[src/spq_pkg.sv]
`timescale 1ns / 1ps
// spq_pkg: shared types and constants for the sorted priority queue.
// No dependencies.

package spq_pkg;

    localparam int CAPACITY = 16;
    localparam int COUNT_W  = $clog2(CAPACITY + 1);
    localparam int VALUE_W  = 32;
    localparam int PRIO_W   = 8;

    localparam logic [1:0] REQ_ENQ  = 2'd0;
    localparam logic [1:0] REQ_DEQ  = 2'd1;
    localparam logic [1:0] REQ_PEEK = 2'd2;

    localparam logic [1:0] ST_OK    = 2'd0;
    localparam logic [1:0] ST_FULL  = 2'd1;
    localparam logic [1:0] ST_EMPTY = 2'd2;

    typedef struct packed {
        logic [VALUE_W-1:0] value;
        logic [PRIO_W-1:0]  prio;
    } entry_t;

    typedef struct packed {
        logic   enq;
        logic   deq;
        entry_t item;
    } cell_cmd_t;

endpackage

[src/sorted_priority_queue.sv]
`timescale 1ns / 1ps
// sorted_priority_queue: top level, a row of spq_cell slots kept sorted by
// priority plus the fill count and result register. Depends on spq_pkg, spq_cell.
//
// Usage:
//   Requests arrive on s_t*: s_tuser carries the request kind (enqueue,
//   dequeue head, peek head), s_tdata the value and priority for enqueue.
//   Every request gives exactly one result on m_t*: m_tuser holds the status
//   (ok, full, empty), m_tdata the head value on a good peek and the empty
//   and full flags after the request.
//   Slot 0 is always the head; smaller priority numbers come first and equal
//   priorities leave in arrival order.
//   The result is registered and appears in the cycle after accept.
//   Throughput: one request per cycle while the receiver takes results; each
//   accepted request shifts the whole row at once, and the fill count is updated alongside.
//   When the receiver stalls, the result holds in the output register and
//   s_tready drops until it is taken.
//   Reset (aresetn low, synchronous) empties the queue and drops m_tvalid;
//   slot contents are not cleared, only the fill count.

module sorted_priority_queue (
    input  logic        aclk,
    input  logic        aresetn,
    input  logic        s_tvalid,
    output logic        s_tready,
    input  logic [39:0] s_tdata,  // [31:0] item_value, [39:32] item_priority
    input  logic [1:0]  s_tuser,  // [1:0] req_type
    output logic        m_tvalid,
    input  logic        m_tready,
    output logic [39:0] m_tdata,  // [31:0] head_value, [32] is_empty, [33] is_full, zero pad
    output logic [1:0]  m_tuser   // [1:0] status
);

    localparam int N = spq_pkg::CAPACITY;

    logic [spq_pkg::COUNT_W-1:0] count_reg, count_next;
    logic                        m_valid_reg, m_valid_next;
    logic [1:0]                  status_reg, status_next;
    logic [spq_pkg::VALUE_W-1:0] head_reg, head_next;
    logic                        empty_reg, empty_next;
    logic                        full_reg, full_next;

    logic               accept;
    logic               is_empty_now, is_full_now;
    spq_pkg::cell_cmd_t cmd;
    spq_pkg::entry_t    cell_entry [N];
    logic               cell_keep  [N];

    assign s_tready = !m_valid_reg || m_tready;
    assign accept   = s_tvalid && s_tready;

    assign is_empty_now = (count_reg == '0);
    assign is_full_now  = (count_reg >= spq_pkg::COUNT_W'(N));

    assign cmd.enq        = accept && (s_tuser == spq_pkg::REQ_ENQ) && !is_full_now;
    assign cmd.deq        = accept && (s_tuser == spq_pkg::REQ_DEQ) && !is_empty_now;
    assign cmd.item.value = s_tdata[31:0];
    assign cmd.item.prio  = s_tdata[39:32];

    genvar g;
    generate
        for (g = 0; g < N; g++) begin : g_cell
            logic            lk;
            spq_pkg::entry_t le;
            spq_pkg::entry_t re;
            if (g == 0) begin : g_first
                assign lk = 1'b1;
                assign le = '0;
            end else begin : g_mid
                assign lk = cell_keep[g-1];
                assign le = cell_entry[g-1];
            end
            if (g == N - 1) begin : g_last
                assign re = '0;
            end else begin : g_inner
                assign re = cell_entry[g+1];
            end
            spq_cell u_cell (
                .aclk        (aclk),
                .cmd         (cmd),
                .occupied    (spq_pkg::COUNT_W'(g) < count_reg),
                .left_keep   (lk),
                .left_entry  (le),
                .right_entry (re),
                .keep        (cell_keep[g]),
                .entry       (cell_entry[g])
            );
        end
    endgenerate

    always_comb begin
        count_next   = count_reg;
        m_valid_next = m_valid_reg;
        status_next  = status_reg;
        head_next    = head_reg;
        empty_next   = empty_reg;
        full_next    = full_reg;
        if (m_valid_reg && m_tready) begin
            m_valid_next = 1'b0;
        end
        if (accept) begin
            m_valid_next = 1'b1;
            status_next  = spq_pkg::ST_OK;
            head_next    = '0;
            case (s_tuser)
                spq_pkg::REQ_ENQ: begin
                    if (is_full_now) begin
                        status_next = spq_pkg::ST_FULL;
                    end
                end
                spq_pkg::REQ_DEQ: begin
                    if (is_empty_now) begin
                        status_next = spq_pkg::ST_EMPTY;
                    end
                end
                spq_pkg::REQ_PEEK: begin
                    if (is_empty_now) begin
                        status_next = spq_pkg::ST_EMPTY;
                    end else begin
                        head_next = cell_entry[0].value;
                    end
                end
                default: begin
                end
            endcase
            if (cmd.enq) begin
                count_next = count_reg + 1'b1;
            end else if (cmd.deq) begin
                count_next = count_reg - 1'b1;
            end
            empty_next = (count_next == '0);
            full_next  = (count_next >= spq_pkg::COUNT_W'(N));
        end
    end

    always_ff @(posedge aclk) begin
        if (!aresetn) begin
            count_reg   <= '0;
            m_valid_reg <= 1'b0;
        end else begin
            count_reg   <= count_next;
            m_valid_reg <= m_valid_next;
        end
        status_reg <= status_next;
        head_reg   <= head_next;
        empty_reg  <= empty_next;
        full_reg   <= full_next;
    end

    assign m_tvalid = m_valid_reg;
    assign m_tuser  = status_reg;
    assign m_tdata  = {6'd0, full_reg, empty_reg, head_reg};

`ifndef SYNTHESIS
    a_count_bound: assert property (@(posedge aclk) disable iff (!aresetn)
        count_reg <= spq_pkg::COUNT_W'(N))
        else $error("fill count above capacity");

    a_result_follows: assert property (@(posedge aclk) disable iff (!aresetn)
        accept |=> m_tvalid)
        else $error("accepted request produced no result");

    a_full_reject: assert property (@(posedge aclk) disable iff (!aresetn)
        (accept && s_tuser == spq_pkg::REQ_ENQ && is_full_now)
            |=> (m_tuser == spq_pkg::ST_FULL) && $stable(count_reg))
        else $error("enqueue on full queue not rejected");

    a_deq_count: assert property (@(posedge aclk) disable iff (!aresetn)
        cmd.deq |=> count_reg == $past(count_reg) - 1'b1)
        else $error("dequeue did not lower fill count");
`endif

endmodule

[src/spq_cell.sv]
`timescale 1ns / 1ps
// spq_cell: one slot of the sorted cell row; holds an entry and shifts it
// toward either neighbor. Depends on spq_pkg.

module spq_cell (
    input  logic               aclk,
    input  spq_pkg::cell_cmd_t cmd,
    input  logic               occupied,
    input  logic               left_keep,
    input  spq_pkg::entry_t    left_entry,
    input  spq_pkg::entry_t    right_entry,
    output logic               keep,
    output spq_pkg::entry_t    entry
);

    spq_pkg::entry_t entry_reg;
    spq_pkg::entry_t entry_next;

    // entries with priority <= the new one stay put
    assign keep  = occupied && (entry_reg.prio <= cmd.item.prio);
    assign entry = entry_reg;

    always_comb begin
        entry_next = entry_reg;
        if (cmd.enq) begin
            if (!keep) begin
                entry_next = left_keep ? cmd.item : left_entry;
            end
        end else if (cmd.deq) begin
            entry_next = right_entry;
        end
    end

    always_ff @(posedge aclk) begin
        entry_reg <= entry_next;
    end

endmodule

[config.mk]
export PLATFORM = sky130hd
export DESIGN_NAME = sorted_priority_queue
export DESIGN_NICKNAME = d
export VERILOG_FILES = /design/src/spq_pkg.sv /design/src/sorted_priority_queue.sv /design/src/spq_cell.sv
export SDC_FILE = /design/constraint.sdc
export NUM_CORES = 2
export LEC_CHECK = 0
export ABC_AREA = 1
export BUFFER_PORTS_ARGS = -buffer_cell sky130_fd_sc_hd__buf_2
export CORE_ASPECT_RATIO = 0.75
export CORE_MARGIN = 1
export CORE_UTILIZATION = 50
export CTS_CLUSTER_DIAMETER = 150
export CTS_CLUSTER_SIZE = 40
export DETAILED_ROUTE_END_ITERATION = 10
export PLACE_DENSITY_LB_ADDON = 0.12
export SLEW_MARGIN = 10
export SYNTH_ARGS = -nofsm -noshare
export SYNTH_HDL_FRONTEND = slang
export SYNTH_SLANG_ARGS = --single-unit
[constraint.sdc]
create_clock -name aclk -period 6.13 [get_ports aclk]
set_clock_uncertainty 0.1 [all_clocks]
set_input_delay 1.226 -clock aclk [delete_from_list [all_inputs] [get_ports aclk]]
set_output_delay 1.226 -clock aclk [all_outputs]
set_load 0.01 [all_outputs]
# [Yosys cells after proc, flatten, opt, wreduce, memory -nomap -nowiden]
# Index checks and enable logic that the tools add are counted.
[word_totals] reg_bits=682 latch_bits=0 ram_bits=0 romBits=0 input_bits=46 out_inout_bits=44 wordCells=213 mem_count=0
[op_classes] addsub=2 multipliers=0 div=0 order_cmp=34 n_eq_ne=18 n_shift=0 mux=71 bitwise_logic=1 n_reduce_logical=49
[ops] cell="$mux 40" n=63
[ops] cell="$le 8x8->1" n=16
[ops] cell="$lt 4x5->1 const A" n=8
[ops] cell="$ne 2x2->1 const B" n=16
[ops] cell="$reduce_and 2->1" n=16
[ops] cell="$logic_and 1x1->1" n=22
[ops] cell="$lt 3x5->1 const A" n=4
[ops] cell="$mux 5" n=3
[ops] cell="$ge 5x5->1 const B" n=2
[ops] cell="$logic_not 5->1" n=2
[ops] cell="$lt 1x5->1 const A" n=2
[ops] cell="$lt 2x5->1 const A" n=2
[ops] cell="$add 5x1->5 const B" n=1
[ops] cell="$sub 5x1->5 const B" n=1
[ops] cell="$pmux 2 s2" n=1
[ops] cell="$reduce_bool 2->1" n=2
[ops] cell="$reduce_or 2->1" n=2
[ops] cell="$logic_not 1->1" n=3
[ops] cell="$mux 1" n=3
[ops] cell="$eq 2x1->1 const B" n=1
[ops] cell="$eq 2x2->1 const B" n=1
[ops] cell="$logic_not 2->1" n=1
[ops] cell="$mux 2" n=1
[ops] cell="$logic_or 1x1->1" n=1
[ops] cell="$not 1->1" n=1

# [Logic depth before layout (Yosys ltp)]
[depth] word_depth=9 depth_mapped=16 ltp_nobuf=15

# [Modules after synthesis]
# Synthesis repeated with hierarchy kept, for this count alone.
[unflattened] hier_cells=4373 area_unflattened_um2=38308.0
[by_module_without_submodules] module="spq_cell" n_inst=16 cells_per_inst=259 area_each_um2=2262.2 seq_area_each_um2=1201.2
[by_module_without_submodules] module="sorted_priority_queue" n_inst=1 cells_per_inst=229 area_each_um2=2113.3 seq_area_each_um2=1201.2

# [Worst setup path before layout]
# Ideal clock, no wire load.
[synth_path] path_kind="input to register" from="input port m_tready" to="register g_cell[14].u_cell.entry_reg, in the netlist g_cell[14].u_cell.entry[0] (enable)" setup_ns=0.462 arrival_time_ns=5.221 required_time_ns=5.568 path_slack_ns=0.348 stages=8 path_buffers=0 cell_sequence="inv_2 nand2_2 nand2_2 inv_2 nand3_4 nand2_1 inv_1 a31oi_1"
[synth_via] elab_chain_cells=6 word_cells_on_any_way=9 cone_classes="eq/ne (1); reduce/logical (8)"
[synth_lines] item="from (decl)" line_no="sorted_priority_queue.sv:29" text="input logic m_tready,"
[synth_lines] item="$logic_or 1x1->1 (*)" line_no="sorted_priority_queue.sv:49" text="assign s_tready = !m_valid_reg || m_tready;"
[synth_lines] item="net s_tready" line_no="sorted_priority_queue.sv:25" text="output logic s_tready,"
[synth_lines] item="$logic_and 1x1->1 (*)" line_no="sorted_priority_queue.sv:50" text="assign accept = s_tvalid && s_tready;"
[synth_lines] item="net accept" line_no="sorted_priority_queue.sv:43" text="logic accept;"
[synth_lines] item="$logic_and 1x1->1, on equally long branches (2 in series)" line_no="sorted_priority_queue.sv:55, sorted_priority_queue.sv:56"
[synth_lines] item="$ne 2x2->1 (no source line) or $reduce_bool 2->1 (tied branches)"
[synth_lines] item="$reduce_and 2->1 (no source line) (*)"
[synth_lines] item="to (signal assigned)" line_no="spq_cell.sv:35" text="entry_reg <= entry_next;"
[synth_lines] item="to (decl)" line_no="spq_cell.sv:16" text="spq_pkg::entry_t entry_reg;"
# Mark *: on every way through the listed nets, which the timed path passes. The rest lies on a longest branch.
# A chain may end at the register's enable or synchronous reset.

==> impl_metrics.toml <==
[timing]
fmax_mhz = 268
whs_ps = 386
worst_slack_ps = 2400
max_slew_margin_pct = 24.0
rsz0062_at_grt = "false"
slew_viol_final = 0
finalCritPeriodShare_pct = 60.9
hold_viol_final = 0
tightest_slew_ps = 1140
finalSetupTns_ps = 0
setup_viol = 0
finalWorstPathRequiredPeriod_ps = 3730

[die]
start_util_pct = 50.6
fp.dieW_um = 328
core_area_um2 = 78700
dieArea_um2 = 80700
ios = 90
fp.dieH_um = 246
fp-row-count = 89

[outcome]
status = "complete, no violations"

[clock_network]
cts.reportedPaths.clkPinSlew_ps = 160
h-tree-depth = 1
postCtsSetupBuffers = 0
cts_sinks = 682
postCtsHoldBufs = 0
clk_latency_ps = 630
cts_tree = "built"
cts_inserted_buffers = 21
cts_max_path_buffers = 3
cts_resized = 0
cts-root-buf = "clkbuf_16"

[place]
post-dp-hpwl_um = 72500
post-place-ws_ps = 1820
gp_congestion = 0.886
postPlaceCellArea_um2 = 40800
io_buffers = 83

[global_route]
grt_pass1_wl_um = 173000
grt_use_total_pct = 27.5
grt_pass1_vias = 28700
grt_max_degree = 216
grt_antenna_before_repair = 0
overflow = 0

[setup_path]
worstSetupPathType = "primary input to flip-flop"
path_max_fanout = 215
rr_startpoint = "count_reg[0]$_SDFFE_PN0P_"
worst_setup_path_end_kind = "flip-flop"
startpoint_type = "primary input"
critPathArrivalTime_ps = 4120
crit_required_ps = 6520
crit_start = "s_tuser[0]"

[power_and_ir_drop]
pwr-share-seq_pct = 61.6
internal_power_uw = 6480
power_uw = 9020
power.leakage_uw = 0.0241
comb_power_share_pct = 15.5
powerDensity_nw_per_um2 = 218
switching_share_pct = 28.2
power.switching_uw = 2540
ir_worst_vdd_mv = 0.180
power_frac_clock_pct = 22.9

[cells_and_area]
final.fill_count = 7723
seqCellArea_um2 = 20400
final_area_um2 = 41300
largest_register_ffs = 640
area_growth_pct = 3.80
diodes = 0
nets = 5277
drive_gt1_share_pct = 4.59
multi_input_area_um2 = 15500

[drt]
wl_um = 112000
wl_per_cell_um = 18.2
vias = 31200
initialDrtViolationCount = 3659
ant_nets = 0
drc = 0
dr.pass1.iters = 5
routed_via_density = 5.07

[logic_synthesis]
synth_area_um2 = 39800
syn_avg_cell_area_um2 = 7.67
seq_area_frac_synth_pct = 51.3
synth_top_area_share_pct = 51.0
syn-instance-count = 5190
yosys_warnings = 0
synth_seq_cells = 682
ys_types = 34
synthTopCellsByArea = "edfxtp_1, nand2_1, inv_1, ha_1, nand2_8"
yosysTopAreaCell = "edfxtp_1"

[job]
drv_cap = 0

[hold_path]
holdCritStartpoint = "g_cell[13].u_cell.entry[0]$_DFFE_PP_"
hp-class = "flip-flop to flip-flop"
cells in the final DEF (no fill, tap or decap), drive strengths merged, types with 14 or more instances in the layout:
| cell | netlist | final |
|---|---|---|
| nand4 | 16 | 16 |
| nand3 | 45 | 45 |
| nor2 | 129 | 129 |
| edfxtp | 676 | 676 |
| o21ai | 47 | 47 |
| inv | 673 | 673 |
| a21oi | 76 | 76 |
| ha | 128 | 128 |
| clkbuf | 123 | 21 |
| a21o | 14 | 14 |
| nand2 | 3108 | 3108 |
| buf | 135 | 143 |
power by group through the flow:
| stage | registers [µW] | logic, µW | clock network (µW) |
|---|---|---|---|
| after global placement | 5650 | 1350 | 0 |
| after detailed placement | 5660 | 1380 | 0 |
| after global routing | 5580 | 1580 | 2250 |
| after CTS | 5550 | 1380 | 2120 |
| final | 5560 | 1390 | 2070 |
| after floorplan | 5630 | 962 | 0 |
path summary, 6_finish.rpt:
| check | endpoint | slack, ps | cells after the start |
|---|---|---|---|
| max | g_cell[7].u_cell.entry[26]$_DFFE_PP_ | 2400 | 8 |
| min | g_cell[12].u_cell.entry[0]$_DFFE_PP_ | 390 | 2 |
| max reg2reg | g_cell[7].u_cell.entry[20]$_DFFE_PP_ | 2640 | 8 |
| min reg2reg | g_cell[12].u_cell.entry[0]$_DFFE_PP_ | 390 | 2 |
logic make-up after synthesis:
logic type,Yosys count,synth area share [%]
DFF,682,51.3
and+or+nand+nor,3301,32.8
xor gates and xnor gates,3,0.0660
other,1,0.00942
AOI/OAI and AO/OA,143,1.92
buffers and inverters,932,9.86
adders and majority gates,128,4.02
per-layer routing:
layer  GRT usage (%)  vias up  wire length [µm]
li1                -    15600                 -
met1            45.9    14400             57200
met2            37.9     1214             43700
met3            3.60       65              9650
met4            3.70        0              1450
met5               0        -                 0
worst max-delay path, cell delays in order:
cell and delay [ps]:
buf_2 110, inv_1 60, ha_1 250, nand3_4 210
buf_12 600, buf_4 960, nand2_1 280, nand2_1 150
through the flow:
step                utilization [%]  std cells
finish                         52.5       6149
global route                   52.5       6149
CTS                            52.5       6149
detailed placement             51.8       6126
global placement               51.8       6126
floorplan                         -       5195
area by class of cell:
type	instances	share of cell area, %
multi-input combinational	3581	37.6
clock buffer	21	1.27
timing repair buffer	143	2.28
clock inverter	2	0.0818
tap	1046	3.17
sequential	682	49.4
inverter	674	6.14
synthesized netlist by cell type:
master / count
nand2_1: 3067
edfxtp_1: 676
inv_1: 666
ha_1: 128
nor2_1: 128
clkbuf_1: 123
a21oi_1: 76
buf_2: 65
o21ai_0: 45
nand3_1: 44
buf_6: 32
nand2_8: 30
buf_1: 22
nand4_1: 16
a21o_1: 14
buf_4: 12
nand2_4: 8
inv_2: 7
dfxtp_1: 6
a31oi_1: 3
buf_12: 3
nand2_2: 3
xor2_1: 3
nor3_1: 2
o21ai_1: 2
a41oi_1: 1
buf_8: 1
clkinv_1: 1
conb_1: 1
nand3_4: 1
nor2_2: 1
o21a_1: 1
o31ai_1: 1
or2_2: 1
(Power assumes the default switching activity.)
